File: src/design/polynomial_eval_newton_inverse_macros.svh
// Assertion macros for the polynomial evaluator.
`ifndef POLYNOMIAL_EVAL_NEWTON_INVERSE_MACROS_SVH
`define POLYNOMIAL_EVAL_NEWTON_INVERSE_MACROS_SVH
`ifndef NO_ASSERTIONS
`define PEN_ASSERT(label, prop, msg) \
    label: assert property (@(posedge clk) disable iff (!rst_n) (prop)) else $error(msg);
`define PEN_ASSERT_IMPL(label, ante, cons, msg) \
    label: assert property (@(posedge clk) disable iff (!rst_n) (ante) |-> (cons)) \
        else $error(msg);
`else
`define PEN_ASSERT(label, prop, msg)
`define PEN_ASSERT_IMPL(label, ante, cons, msg)
`endif
`endif

File: src/design/pen_pkg.sv
package pen_pkg;
    localparam int NCOEF = 6;
    localparam int DEG = 5;
    localparam logic [31:0] Q_MAX = 32'h7fff_ffff;
    localparam logic [31:0] Q_MIN = 32'h8000_0000;

    typedef enum logic [1:0] {
        ACT_EVAL  = 2'd0,
        ACT_SLOPE = 2'd1,
        ACT_INV   = 2'd2,
        ACT_NONE  = 2'd3
    } action_t;

    typedef enum logic [2:0] {
        REG_TOL  = 3'd6,
        REG_ITER = 3'd7
    } reg_idx_t;

    typedef struct packed {
        logic [1:0]         action;
        logic signed [31:0] operand;
    } in_item_t;

    typedef struct packed {
        logic signed [31:0] result;
        logic               saturated;
        logic               zero_slope;
    } out_item_t;

    typedef struct packed {
        logic [2:0]  index;
        logic [31:0] data;
    } cfg_item_t;

    // Datapath operations issued by the controller.
    typedef enum logic [3:0] {
        OP_NOP,
        OP_LOAD_LEAD,   // acc = coef[DEG] (or DEG*coef[DEG] in slope mode)
        OP_MUL,         // prod = acc * x, rounded and clamped
        OP_ADD,         // acc = prod + coefficient term k
        OP_SAVE_F,      // f = acc - y
        OP_SAVE_DF,     // df = acc
        OP_DIV_START,
        OP_DIV_STEP,
        OP_DIV_END,     // offset = clamp(quotient)
        OP_UPDATE       // x = x - offset
    } dp_op_t;

    typedef struct packed {
        dp_op_t     op;
        logic       slope;
        logic [2:0] k;
        logic       use_x;    // multiply by Newton x instead of operand
        logic       clr;      // clear the saturation flag and x at item start
    } dp_cmd_t;

    typedef struct packed {
        logic df_zero;
        logic tol_hit;
        logic div_done;
    } dp_stat_t;

    function automatic logic signed [31:0] sat32(input logic signed [66:0] v,
                                                  inout logic flag);
        logic signed [31:0] r;
        if (v > 67'sd2147483647) begin
            flag = 1'b1;
            r = Q_MAX;
        end else if (v < -67'sd2147483648) begin
            flag = 1'b1;
            r = Q_MIN;
        end else begin
            r = v[31:0];
        end
        return r;
    endfunction
endpackage

File: src/design/pen_ctrl.sv
`include "polynomial_eval_newton_inverse_macros.svh"
module pen_ctrl
    import pen_pkg::*;
(
    input  logic        clk,
    input  logic        rst_n,
    input  logic        in_valid,
    output logic        in_ready,
    input  logic [1:0]  action,
    input  logic [7:0]  max_iterations,
    output logic        out_load,
    output logic        out_res_sel_x,
    output logic        out_zero,
    output logic        zs,
    input  logic        out_free,
    output dp_cmd_t     cmd,
    input  dp_stat_t    stat
);
    typedef enum logic [3:0] {
        S_IDLE, S_LEAD, S_MUL, S_ADD, S_POST, S_DIV0, S_DIV, S_DIVE,
        S_TEST, S_UPD, S_DONE
    } state_t;

    state_t     state_reg, state_next;
    logic [1:0] act_reg, act_next;
    logic       slope_reg, slope_next;
    logic [2:0] k_reg, k_next;
    logic [7:0] it_reg, it_next;
    logic       zs_reg, zs_next;

    always_comb
    begin
        state_next = state_reg;
        act_next = act_reg;
        slope_next = slope_reg;
        k_next = k_reg;
        it_next = it_reg;
        zs_next = zs_reg;
        cmd = '{op: OP_NOP, slope: slope_reg, k: k_reg, use_x: (act_reg == ACT_INV),
                clr: 1'b0};
        in_ready = (state_reg == S_IDLE);
        out_load = 1'b0;
        unique case (state_reg)
            S_IDLE:
            if (in_valid) begin
                cmd.clr = 1'b1;
                act_next = action;
                zs_next = 1'b0;
                it_next = '0;
                slope_next = (action == ACT_SLOPE);
                priority if (action == ACT_EVAL || action == ACT_SLOPE)
                    state_next = S_LEAD;
                else if (action == ACT_INV && max_iterations != '0)
                    state_next = S_LEAD;
                else
                    state_next = S_DONE;
            end
            S_LEAD:
            begin
                cmd.op = OP_LOAD_LEAD;
                k_next = 3'(DEG - 1);
                state_next = S_MUL;
            end
            S_MUL:
            begin
                cmd.op = OP_MUL;
                state_next = S_ADD;
            end
            S_ADD:
            begin
                cmd.op = OP_ADD;
                k_next = k_reg - 3'd1;
                if (k_reg == (slope_reg ? 3'd1 : 3'd0))
                    state_next = (act_reg == ACT_INV) ? S_POST : S_DONE;
                else
                    state_next = S_MUL;
            end
            S_POST:
            begin
                if (!slope_reg) begin
                    cmd.op = OP_SAVE_F;
                    slope_next = 1'b1;
                    state_next = S_LEAD;
                end else begin
                    cmd.op = OP_SAVE_DF;
                    state_next = S_DIV0;
                end
            end
            S_DIV0:
            if (stat.df_zero) begin
                zs_next = 1'b1;
                state_next = S_DONE;
            end else begin
                cmd.op = OP_DIV_START;
                state_next = S_DIV;
            end
            S_DIV:
            begin
                cmd.op = OP_DIV_STEP;
                if (stat.div_done)
                    state_next = S_DIVE;
            end
            S_DIVE:
            begin
                cmd.op = OP_DIV_END;
                state_next = S_TEST;
            end
            S_TEST: state_next = stat.tol_hit ? S_DONE : S_UPD;
            S_UPD:
            begin
                cmd.op = OP_UPDATE;
                it_next = it_reg + 8'd1;
                slope_next = 1'b0;
                state_next = (it_reg + 8'd1 == max_iterations) ? S_DONE : S_LEAD;
            end
            S_DONE:
            if (out_free) begin
                out_load = 1'b1;
                state_next = S_IDLE;
            end
            default: state_next = S_IDLE;
        endcase
    end

    always_ff @(posedge clk or negedge rst_n)
    begin
        if (!rst_n) begin
            state_reg <= S_IDLE;
            act_reg <= '0;
            slope_reg <= 1'b0;
            k_reg <= '0;
            it_reg <= '0;
            zs_reg <= 1'b0;
        end else begin
            state_reg <= state_next;
            act_reg <= act_next;
            slope_reg <= slope_next;
            k_reg <= k_next;
            it_reg <= it_next;
            zs_reg <= zs_next;
        end
    end

    assign out_res_sel_x = (act_reg == ACT_INV);
    assign out_zero = (act_reg == ACT_NONE);
    assign zs = zs_reg;

    `PEN_ASSERT_IMPL(a_zs_inv, zs_reg, act_reg == ACT_INV, "zero slope outside inverse")
    `PEN_ASSERT_IMPL(a_load_done, out_load, state_reg == S_DONE, "result load outside done")
    `PEN_ASSERT_IMPL(a_iter_bound, state_reg == S_UPD, it_reg < max_iterations,
                     "iteration count past limit")
endmodule

File: config.mk
export PLATFORM = sky130hd
export DESIGN_NAME = pen_ctrl
export DESIGN_NICKNAME = d
export VERILOG_FILES = /design/src/design/pen_pkg.sv /design/src/design/pen_ctrl.sv
export VERILOG_INCLUDE_DIRS = /design/src /design/src/design
export SDC_FILE = /design/constraint.sdc
export NUM_CORES = 1
export LEC_CHECK = 0
export BUFFER_PORTS_ARGS = -buffer_cell sky130_fd_sc_hd__buf_4
export CAP_MARGIN = 20
export CORE_MARGIN = 2
export CORE_UTILIZATION = 56
export CTS_BUF_LIST = sky130_fd_sc_hd__clkbuf_8
export DETAILED_ROUTE_END_ITERATION = 8
export PLACE_DENSITY = 0.88
export SLEW_MARGIN = 20
export SYNTH_ARGS = -nofsm -noshare
export SYNTH_HDL_FRONTEND = slang
export SYNTH_SLANG_ARGS = --single-unit
File: constraint.sdc
create_clock -name clk -period 2.4 [get_ports clk]
set_clock_uncertainty 0.1 [all_clocks]
set_input_delay 0.12 -clock clk [delete_from_list [all_inputs] [get_ports clk]]
set_output_delay 0.12 -clock clk [all_outputs]
set_load 0.02 [all_outputs]
# After elaboration in Yosys (flattened, before gate mapping)
# Cells that the tools add are included.
# W data, S select, Z words.
# totals
input_bits	17
output_inout_bits	15
ff_bits	19
# classes
addsub	2
reduce_logical	14
eq_ne	20
mux	28
# ops
op	n
$pmux W4 S11	1
$mux W4	9
$pmux W4 S8	1
$eq A4 B3 Y1 const B	4
$pmux W8 S2	1
$eq A4 B4 Y1 const B	3
$mux W1	9
$add A8 B1 Y8 const B	1
$eq A4 B2 Y1 const B	2
$eq A8 B8 Y1	1
$mux W8	1
$ne A2 B2 Y1 const B	4
$reduce_bool A8 Y1	1
$eq A2 B2 Y1 const B	3
$mux W3	2
$pmux W3 S2	1
$reduce_and A2 Y1	3
$reduce_and A3 Y1	2
$reduce_bool A2 Y1	3
$eq A4 B1 Y1 const B	1
$logic_not A4 Y1	1
$eq A3 B1 Y1	1
$pmux W1 S3	1
$reduce_bool A3 Y1	1
7 further kinds	7

# Longest topological paths before layout
# Gate-level depths: netlist of run 1.
# logic_depth
word_depth	6
ltp_mapped	6
mapped_depth_nobuf	6

# Worst setup path after synthesis of run 1
# Ideal clock, no wire load.
# synth_timing
kind	reg2reg
start	register it_reg[0]
end	register state_reg[3]
path_buffers	0
path_stages_with_launch	7
slack_ps	429
setup_time_ps	94
t_arrival_ps	1777
required_time_ps	2206
cell_sequence	dfrtp_1 > ha_1 > nand2_2 > or3_1 > a211oi_2 > o2111ai_1 > a221oi_2
# synth_via
elab_chain_cells	4
# synth_lines
element	line_no	rtl
start: declaration	pen_ctrl.sv:28	logic [7:0] it_reg, it_next;
start signal: assignment	pen_ctrl.sv:139	it_reg <= it_next;
$add A8 B1 Y8	pen_ctrl.sv:114	state_next = (it_reg + 8'd1 == max_iterations) ? S_DONE : S_LEAD;
$eq A8 B8 Y1	pen_ctrl.sv:114	
$mux W4	pen_ctrl.sv:114	
$pmux W4 S11	pen_ctrl.sv:43	unique case (state_reg)
end signal: assignment	pen_ctrl.sv:135	state_reg <= state_next;
end: declaration	pen_ctrl.sv:24	state_t state_reg, state_next;
# Every way passes these cells.
# A chain may end at the register's enable or synchronous reset.

# Worst setup path in the final report of run 1
# Same ends and word-level chain as after synthesis.

==> impl_metrics.env, run 1 <==
export IMPL_placed_cells=229
export IMPL_num_rows=18
export IMPL_clockBufferDepth=2
export IMPL_drt_wl_total_mm=3.58
export IMPL_numCtsBuffers=3
export IMPL_post_drt_wl_per_cell_um=15.3
export IMPL_cts_root_buf="clkbuf_8"
export IMPL_setup_tns_ns=0
export IMPL_synth_compound_area_frac=0.236
export IMPL_n_antenna_cell=0
export IMPL_ant_nets=0
export IMPL_initial_core_util=0.585
export IMPL_yosys_warnings=0
export IMPL_port_buffers=31
export IMPL_place_congestion=0.885
export IMPL_relSlewSlack=0.608
export IMPL_post_cts_setup_buffer_count=0
export IMPL_hold_path_class="primary input to flop"
export IMPL_register_area_um2=475
export IMPL_cpPeakStageDelay_ns=0.42
export IMPL_fin_crit_sh=0.924
export IMPL_grt_max_degree=20
export IMPL_largest_reg_flops=8
export IMPL_crit_fanout=6
export IMPL_core_region_area_um2=2430
export IMPL_status="finished, final reports clean"
export IMPL_path_cells="ha_1, nand2_2, or3_1, a211oi_2, o2111ai_1, a221oi_2"
export IMPL_synth_edf_count=0
export IMPL_dieArea_um2=2960
export IMPL_worst_pin_slew_ns=0.588
export IMPL_drc=0
export IMPL_cp_required_ns=2.47
export IMPL_synth_xor_xnor_area_share=0.0677
export IMPL_setup_viol=0
export IMPL_cp_buffers_inverters=0
export IMPL_async_reset_ff_frac=1.00
export IMPL_grt_total_usage=0.260
export IMPL_drt_iter0_drc=38
export IMPL_clock_latency_ns=0.26
export IMPL_critPathTopFamily="compound AO/OA/AOI/OAI gates"
export IMPL_area_delta_synth_final_pct=21.5
export IMPL_fmax_mhz=451
export IMPL_ioPinCount=32
export IMPL_path_class="flop to flop"
export IMPL_top_usage_layer="met2"
export IMPL_clkSlewWorstSetupHoldPaths_ns=0.08
export IMPL_final_cell_mix="buf_4 (36), nand2_1 (19), dfrtp_1 (19)"
export IMPL_fp_dieH_um=54.4
export IMPL_synth_adder_area_share=0.0176
export IMPL_met2_usage=0.468
export IMPL_dp_hpwl_mm=2.72
export IMPL_hold_violations=0
export IMPL_synth_simple_area_share=0.261
export IMPL_rsz0062_at_grt="no"
export IMPL_synth_mux_area_frac=0.0220
export IMPL_grtUsageMet1=0.300
export IMPL_viasPerCell=6.20
export IMPL_first_global_vias=1376
export IMPL_via_count=1450
export IMPL_synth_seq_cells=19
export IMPL_synthFlopType="dfrtp_1"
export IMPL_cts_tree="built"
export IMPL_ys_types=47
export IMPL_p_leak_uw=0.000758
export IMPL_hold_slack_ns=0.0133
export IMPL_syn_inst=174
export IMPL_synth_top_family_by_area="simple AND/OR/NAND/NOR gates"
export IMPL_drv_cap=0
export IMPL_multi_input_area_um2=860
export IMPL_yosysSeqAreaShare=0.334
export IMPL_first_pass_iters=5
export IMPL_antenna_found_initial=0
export IMPL_grt_pass1_wl_mm=5.57
export IMPL_crit_path_end_kind="flop"
export IMPL_htree_levels=1
export IMPL_chipWidth_um=54.4
export IMPL_syn_nets=193
export IMPL_powerDensity_nw_per_um2=1170
export IMPL_vdd_drop_max_v=0.00101
export IMPL_fin_cells=234
export IMPL_syn_area_um2=1420
export IMPL_overflow=0
export IMPL_cp_start_kind="flop"
export IMPL_min_period_ns=2.22
export IMPL_drv_slew=0
export IMPL_drive_gt1_frac=0.245
export IMPL_clock_sinks=19
export IMPL_cp_arrival_ns=2.29
export IMPL_n_fill_cell=185
export IMPL_nNetsFinal=224
export IMPL_syn_avg_cell_area_um2=8.18
export IMPL_use_met3=0.0273
export IMPL_slowest_stage="dfrtp_1"
export IMPL_mostFrequentLayoutCell="buf_4"
==> cells in the mapped netlist, types with 2 or more instances <==
library cell / number / share of area
mux2i_1: 2 / 0.014
or3_1: 3 / 0.013
o211ai_1: 2 / 0.011
clkbuf_1: 6 / 0.016
nand2b_1: 4 / 0.018
o21ai_0: 17 / 0.060
ha_1: 2 / 0.018
nor2_1: 15 / 0.040
inv_1: 7 / 0.018
nor2b_1: 2 / 0.0088
nor3b_1: 2 / 0.011
buf_4: 4 / 0.021
a21oi_1: 15 / 0.053
nor4_1: 3 / 0.013
a311oi_1: 2 / 0.012
nand2_1: 19 / 0.050
and2_1: 3 / 0.013
nand3_1: 4 / 0.014
nor3_1: 3 / 0.011
o22ai_1: 3 / 0.013
a31oi_1: 3 / 0.013
xor2_1: 5 / 0.031
xnor2_1: 6 / 0.037
dfrtp_1: 19 / 0.33
==> cell families (layout without fill, tap and decap cells) <==
logic type,count (synthesis),in the layout
AO/OA/AOI/OAI,52,52
adder cells (fa/ha/maj),2,2
multiplexers,3,3
AND/OR/NAND/NOR,68,68
buffers and inverters,19,49
XOR/XNOR,11,11
flip-flops,19,19
==> worst register-to-register path: stages, from the launching register on <==
cell and delay, ns:
dfrtp_1 0.42, ha_1 0.31, nand2_2 0.11, or3_1 0.39
a211oi_2 0.27, o2111ai_1 0.21, a221oi_2 0.32
==> where the power goes <==
part / total (µW) / internal, µW / switching [µW] / leakage (µW)
registers: 636 / 441 / 195 / 0.000247
clock network: 230 / 116 / 115 / 0.0000255
logic: 1150 / 516 / 637 / 0.000485
==> metrics by stage <==
step | cell area, µm² | utilization | total power [µW] | setup WS (ns)
finish | 1730 | 0.711 | 2020 | 0.182
CTS | 1730 | 0.711 | 2010 | 0.195
floorplan | 1420 | - | 1420 | 0.429
global placement | 1670 | 0.688 | 1730 | 0.361
detailed placement | 1670 | 0.688 | 1780 | 0.221
global route | 1730 | 0.711 | 2160 | 0.0489
==> per-layer routing <==
layer / vias up / wire length [µm] / part of all wire
met5: - / 0 / 0
met4: 0 / 69 / 0.019
li1: 687 / - / -
met2: 50 / 1900 / 0.53
met1: 704 / 1460 / 0.41
met3: 9 / 157 / 0.044
==> cell type report <==
type	count	share of cell area
inverter	8	0.0174
multi-input combinational	136	0.497
clock buffer	3	0.0239
clock inverter	1	0.00289
tap	30	0.0217
timing repair buffer	37	0.162
sequential	19	0.275
==> final timing paths <==
path | start | end | slack [ns] | depth (start not counted)
max | it_reg[0]$_DFFE_PN0P_ | state_reg[3]$_DFFE_PN0P_ | 0.18 | 6
min | stat[2] | zs$_DFFE_PN0P_ | 0.01 | 3
max reg2reg | it_reg[0]$_DFFE_PN0P_ | state_reg[3]$_DFFE_PN0P_ | 0.18 | 6
min reg2reg | zs$_DFFE_PN0P_ | zs$_DFFE_PN0P_ | 0.40 | 2
max in group asynchronous | rst_n | it_reg[4]$_DFFE_PN0P_ | 1.82 | 2
min in group asynchronous | rst_n | it_reg[3]$_DFFE_PN0P_ | 0.17 | 2
==> repair_timing <==
item | 4_1_cts | 5_1_grt
hold buffers | 1 | 0
resized for setup | 0 | 0
endpoints found under the hold margin | 19 | 0
(Power assumes the default switching activity.)
==> run 2, diff against run 1 <==
Settings changed: CORE_UTILIZATION 56 to 51, PLACE_DENSITY 0.88 to 0.82, SKIP_CTS_REPAIR_TIMING set to 1.
==> run 2 against run 1 <==
Clock power down 3%. Register-to-register slack better by 0.08 ns. Worst setup slack better by 0.081 ns. Die area up 9.1%. Count of clock-buffer cells in the layout is the same. First-iteration DRC count up 79%. Global-route usage is 2.6 points lower. Combinational power barely moved. Total power is 1.3% lower. Non-clock buffer count fell by 1. Maximum frequency rose by 3.8%. Critical path type unchanged.
==> impl_metrics.env, run 2 (same netlist as run 1, synthesis figures left out) <==
export IMPL_status="finished, final reports clean"
export IMPL_vdd_drop_max_v=0.000803
export IMPL_post_place_ws_ns=0.291
export IMPL_fp_dieH_um=56.8
export IMPL_core_region_area_um2=2710
export IMPL_hold_violations=0
export IMPL_first_pass_iters=5
export IMPL_met3_length_um=183
export IMPL_path_class="flop to flop"
export IMPL_drt_wl_total_mm=3.58
export IMPL_cts_tree="built"
export IMPL_area_delta_synth_final_pct=21.0
export IMPL_setup_viol=0
export IMPL_final_cell_mix="buf_4 (35), nand2_1 (19), dfrtp_1 (19)"
export IMPL_drive_gt1_frac=0.236
export IMPL_fin_cells=234
export IMPL_p_leak_uw=0.000754
export IMPL_initial_core_util=0.525
export IMPL_setup_tns_ns=0
export IMPL_drv_cap=0
export IMPL_numCtsBuffers=3
export IMPL_chipWidth_um=56.8
export IMPL_cp_arrival_ns=2.20
export IMPL_cp_required_ns=2.47
export IMPL_clockBufferDepth=2
export IMPL_finish_utilization=0.635
export IMPL_placed_cells=229
export IMPL_drt_iter0_drc=68
export IMPL_clock_sinks=19
export IMPL_mostFrequentLayoutCell="buf_4"
export IMPL_rsz0062_at_grt="no"
export IMPL_via_count=1435
export IMPL_overflow=0
export IMPL_ioPinCount=32
export IMPL_port_buffers=31
export IMPL_clock_latency_ns=0.26
export IMPL_critPathTopFamily="compound AO/OA/AOI/OAI gates"
export IMPL_largest_reg_flops=8
export IMPL_relSlewSlack=0.593
export IMPL_viasPerCell=6.13
export IMPL_path_cells="ha_1, nand2_2, or3_1, a211oi_2, o2111ai_1, a221oi_2"
export IMPL_num_rows=19
export IMPL_cpPeakStageDelay_ns=0.42
export IMPL_highest_layer="met4"
export IMPL_grt_max_degree=20
export IMPL_met1_length_mm=1.51
export IMPL_fmax_mhz=468
export IMPL_slowest_stage="dfrtp_1"
export IMPL_dr_wl_met2_mm=1.81
export IMPL_crit_fanout=6
export IMPL_hold_path_class="primary input to flop"
export IMPL_crit_path_end_kind="flop"
export IMPL_cts_root_buf="clkbuf_8"
export IMPL_antenna_found_initial=0
export IMPL_grt_pass1_wl_mm=6.07
export IMPL_ant_nets=0
export IMPL_post_drt_wl_per_cell_um=15.3
export IMPL_powerDensity_nw_per_um2=1160
export IMPL_clkSlewWorstSetupHoldPaths_ns=0.07
export IMPL_dieArea_um2=3230
export IMPL_place_congestion=0.884
export IMPL_dp_hpwl_mm=2.66
export IMPL_min_period_ns=2.14
export IMPL_drv_slew=0
export IMPL_n_antenna_cell=0
export IMPL_power_uw=1990
export IMPL_cp_start_kind="flop"
export IMPL_fin_crit_sh=0.891
export IMPL_htree_levels=1
export IMPL_layout_setup_ws_ns=0.262
export IMPL_worst_pin_slew_ns=0.610
export IMPL_nNetsFinal=223
export IMPL_grt_total_usage=0.235
export IMPL_first_global_vias=1394
export IMPL_drc=0
export IMPL_cp_buffers_inverters=0
run 2: cell types whose count changed in the layout (fill, tap and decap cells not counted):
cell      delta
clkinv_2     -1
buf_4        -1
inv_1        +1
run 2: metal layers:
layer	up-vias	track usage
met5	-	0
met4	0	0.0997
met3	8	0.0230
met2	58	0.417
met1	687	0.287
li1	682	-
run 2: final cells by class:
class,count,area [µm²]
well taps,31,38.8
multi-input cells,136,860
flip-flops and latches,19,475
repair buffers,36,273
clock buffers,3,41.3
clock inverters,1,3.75
fillers,249,988
inverters,8,30.0
run 2: power by group:
group	internal [µW]	switching, µW
registers	441	205
clock network	114	109
logic	502	623
run 2: final timing paths:
kind,start,to,cells past startpoint,slack [ns]
setup reg to reg,it_reg[0]$_DFFE_PN0P_,state_reg[3]$_DFFE_PN0P_,6,0.26
min in group asynchronous,rst_n,it_reg[6]$_DFFE_PN0P_,2,0.17
hold reg to reg,zs$_DFFE_PN0P_,zs$_DFFE_PN0P_,2,0.39
max in group asynchronous,rst_n,it_reg[3]$_DFFE_PN0P_,2,1.83
hold / removal,action[0],act_reg[0]$_DFFE_PN0P_,2,0.04
setup / recovery,it_reg[0]$_DFFE_PN0P_,state_reg[3]$_DFFE_PN0P_,6,0.26
run 2: through the flow:
stage,instance area [µm²],hold slack [ns]
3_3_place_gp,1670,-0.0901
4_1_cts,1710,-0.371
2_1_floorplan,1420,-0.276
5_1_grt,1720,0.0367
6_report,1720,0.0368
3_5_place_dp,1670,-0.0894
==> run 3, diff against run 2 <==
Settings changed: CORE_ASPECT_RATIO set to 0.9.
==> run 3 against run 2 <==
Wire length is 4.1% lower. Register-to-register slack hardly changed. Die area hardly changed. Core utilization is 0.18 points higher. First-iteration DRC count is 43% lower. Critical path depth stayed put. Largest cell class unchanged.
==> impl_metrics.env, run 3 (same netlist as run 1, synthesis figures left out) <==
export IMPL_status="finished, final reports clean"
export IMPL_place_congestion=0.881
export IMPL_crit_path_end_kind="flop"
export IMPL_post_drt_wl_per_cell_um=14.7
export IMPL_path_class="flop to flop"
export IMPL_rsz0062_at_grt="no"
export IMPL_grt_total_usage=0.232
export IMPL_htree_levels=1
export IMPL_whs_endpoint="act_reg[0]$_DFFE_PN0P_"
export IMPL_cp_arrival_ns=2.20
export IMPL_clock_sinks=19
export IMPL_mostFrequentLayoutCell="buf_4"
export IMPL_grt_pass1_wl_mm=5.58
export IMPL_ioPinCount=32
export IMPL_clock_latency_ns=0.26
export IMPL_fp_dieH_um=54.1
export IMPL_pwr_share_clk=0.111
export IMPL_ant_nets=0
export IMPL_drv_slew=0
export IMPL_layout_setup_ws_ns=0.266
export IMPL_cts_root_buf="clkbuf_8"
export IMPL_reg2reg_to="state_reg[3]$_DFFE_PN0P_"
export IMPL_drv_cap=0
export IMPL_relSlewSlack=0.612
export IMPL_drc=0
export IMPL_min_period_ns=2.13
export IMPL_drive_gt1_frac=0.241
export IMPL_swShare=0.468
export IMPL_drt_wl_total_mm=3.43
export IMPL_hold_path_class="primary input to flop"
export IMPL_vdd_drop_max_v=0.000711
export IMPL_powerDensity_nw_per_um2=1150
export IMPL_cp_start_kind="flop"
export IMPL_first_global_vias=1268
export IMPL_first_pass_iters=4
export IMPL_clockBufferDepth=2
export IMPL_via_count=1396
export IMPL_numCtsBuffers=3
export IMPL_reg2reg_slack_ns=0.27
export IMPL_reg2reg_from="it_reg[0]$_DFFE_PN0P_"
export IMPL_p_leak_uw=0.000753
export IMPL_fmax_mhz=469
export IMPL_antenna_found_initial=0
export IMPL_dp_hpwl_mm=2.70
export IMPL_clkSlewWorstSetupHoldPaths_ns=0.07
export IMPL_largest_reg_flops=8
export IMPL_n_antenna_cell=0
export IMPL_drt_iter0_drc=39
export IMPL_chipWidth_um=59.7
export IMPL_p_int_uw=1060
export IMPL_port_buffers=31
export IMPL_whs_path_depth=2
export IMPL_holdCritStartpoint="action[0]"
export IMPL_setup_viol=0
export IMPL_overflow=0
export IMPL_final_area_um2=1720
export IMPL_nNetsFinal=223
export IMPL_cts_tree="built"
export IMPL_cp_required_ns=2.47
export IMPL_initial_core_util=0.526
export IMPL_final_cell_mix="buf_4 (35), nand2_1 (19), dfrtp_1 (19)"
export IMPL_dpl_cell_area_um2=1670
export IMPL_fin_crit_sh=0.889
export IMPL_n_fill_cell=225
export IMPL_finish_utilization=0.637
export IMPL_num_rows=18
export IMPL_viasPerCell=5.99
export IMPL_pwr_share_comb=0.565
export IMPL_post_place_ws_ns=0.287
export IMPL_worst_pin_slew_ns=0.582
export IMPL_area_delta_synth_final_pct=21.0
export IMPL_hold_violations=0
export IMPL_p_switching_uw=929
export IMPL_crit_fanout=6
export IMPL_core_region_area_um2=2700
export IMPL_grt_max_degree=20
export IMPL_worst_r2r_cell_count=6
export IMPL_power_frac_seq=0.324
export IMPL_dieArea_um2=3230
export IMPL_setup_tns_ns=0
-- run 3: cell types whose count changed in the layout (fill, tap and decap cells not counted) --
| cell | delta |
|---|---|
| clkinv_2 | +1 |
| inv_1 | -1 |
-- run 3: cell type report --
cell class	instances	area [µm²]	area share
clock inverter	1	5.00	0.00291
tap	30	37.5	0.0218
inverter	8	30.0	0.0174
timing repair buffer	36	273	0.158
multi-input combinational	136	860	0.499
clock buffer	3	41.3	0.0240
sequential	19	475	0.276
-- run 3: worst max path at each step --
stage,from,endpoint,slack [ns],cells past startpoint
2_1_floorplan,it_reg[0]$_DFFE_PN0P_,state_reg[3]$_DFFE_PN0P_,0.43,6
3_3_place_gp,it_reg[0]$_DFFE_PN0P_,state_reg[3]$_DFFE_PN0P_,0.37,6
3_5_place_dp,it_reg[0]$_DFFE_PN0P_,state_reg[3]$_DFFE_PN0P_,0.29,6
4_1_cts,it_reg[0]$_DFFE_PN0P_,state_reg[3]$_DFFE_PN0P_,0.27,6
5_1_grt,it_reg[0]$_DFFE_PN0P_,state_reg[3]$_DFFE_PN0P_,0.12,6
6_report,it_reg[0]$_DFFE_PN0P_,state_reg[3]$_DFFE_PN0P_,0.27,6
-- run 3: worst max-delay path: stages, from the launching register on --
cell and delay (ns):
dfrtp_1 0.42, ha_1 0.29, nand2_2 0.10, or3_1 0.39, a211oi_2 0.25, o2111ai_1 0.19
a221oi_2 0.30
-- run 3: power by group through the flow --
stage | Sequential, µW | Clock (µW) | Combinational, µW
after floorplan | 584 | 0 | 832
after global placement | 635 | 0 | 1070
after detailed placement | 648 | 0 | 1120
after CTS | 641 | 227 | 1120
after global routing | 663 | 240 | 1240
final | 643 | 221 | 1120
-- run 3: through the flow --
stage	hold WS [ns]	total power (µW)	cells
floorplan	-0.276	1420	174
global route	0.0159	2140	233
detailed placement	-0.0934	1770	228
CTS	-0.374	1990	232
finish	0.0194	1980	233
global placement	-0.0921	1710	228
-- run 3: per-layer routing --
layer | wire length, µm | vias to the layer above | track usage
met2 | 1690 | 37 | 0.400
met4 | 67 | 0 | 0.115
met3 | 148 | 7 | 0.0385
met1 | 1520 | 670 | 0.280
li1 | - | 682 | -
met5 | 0 | - | 0
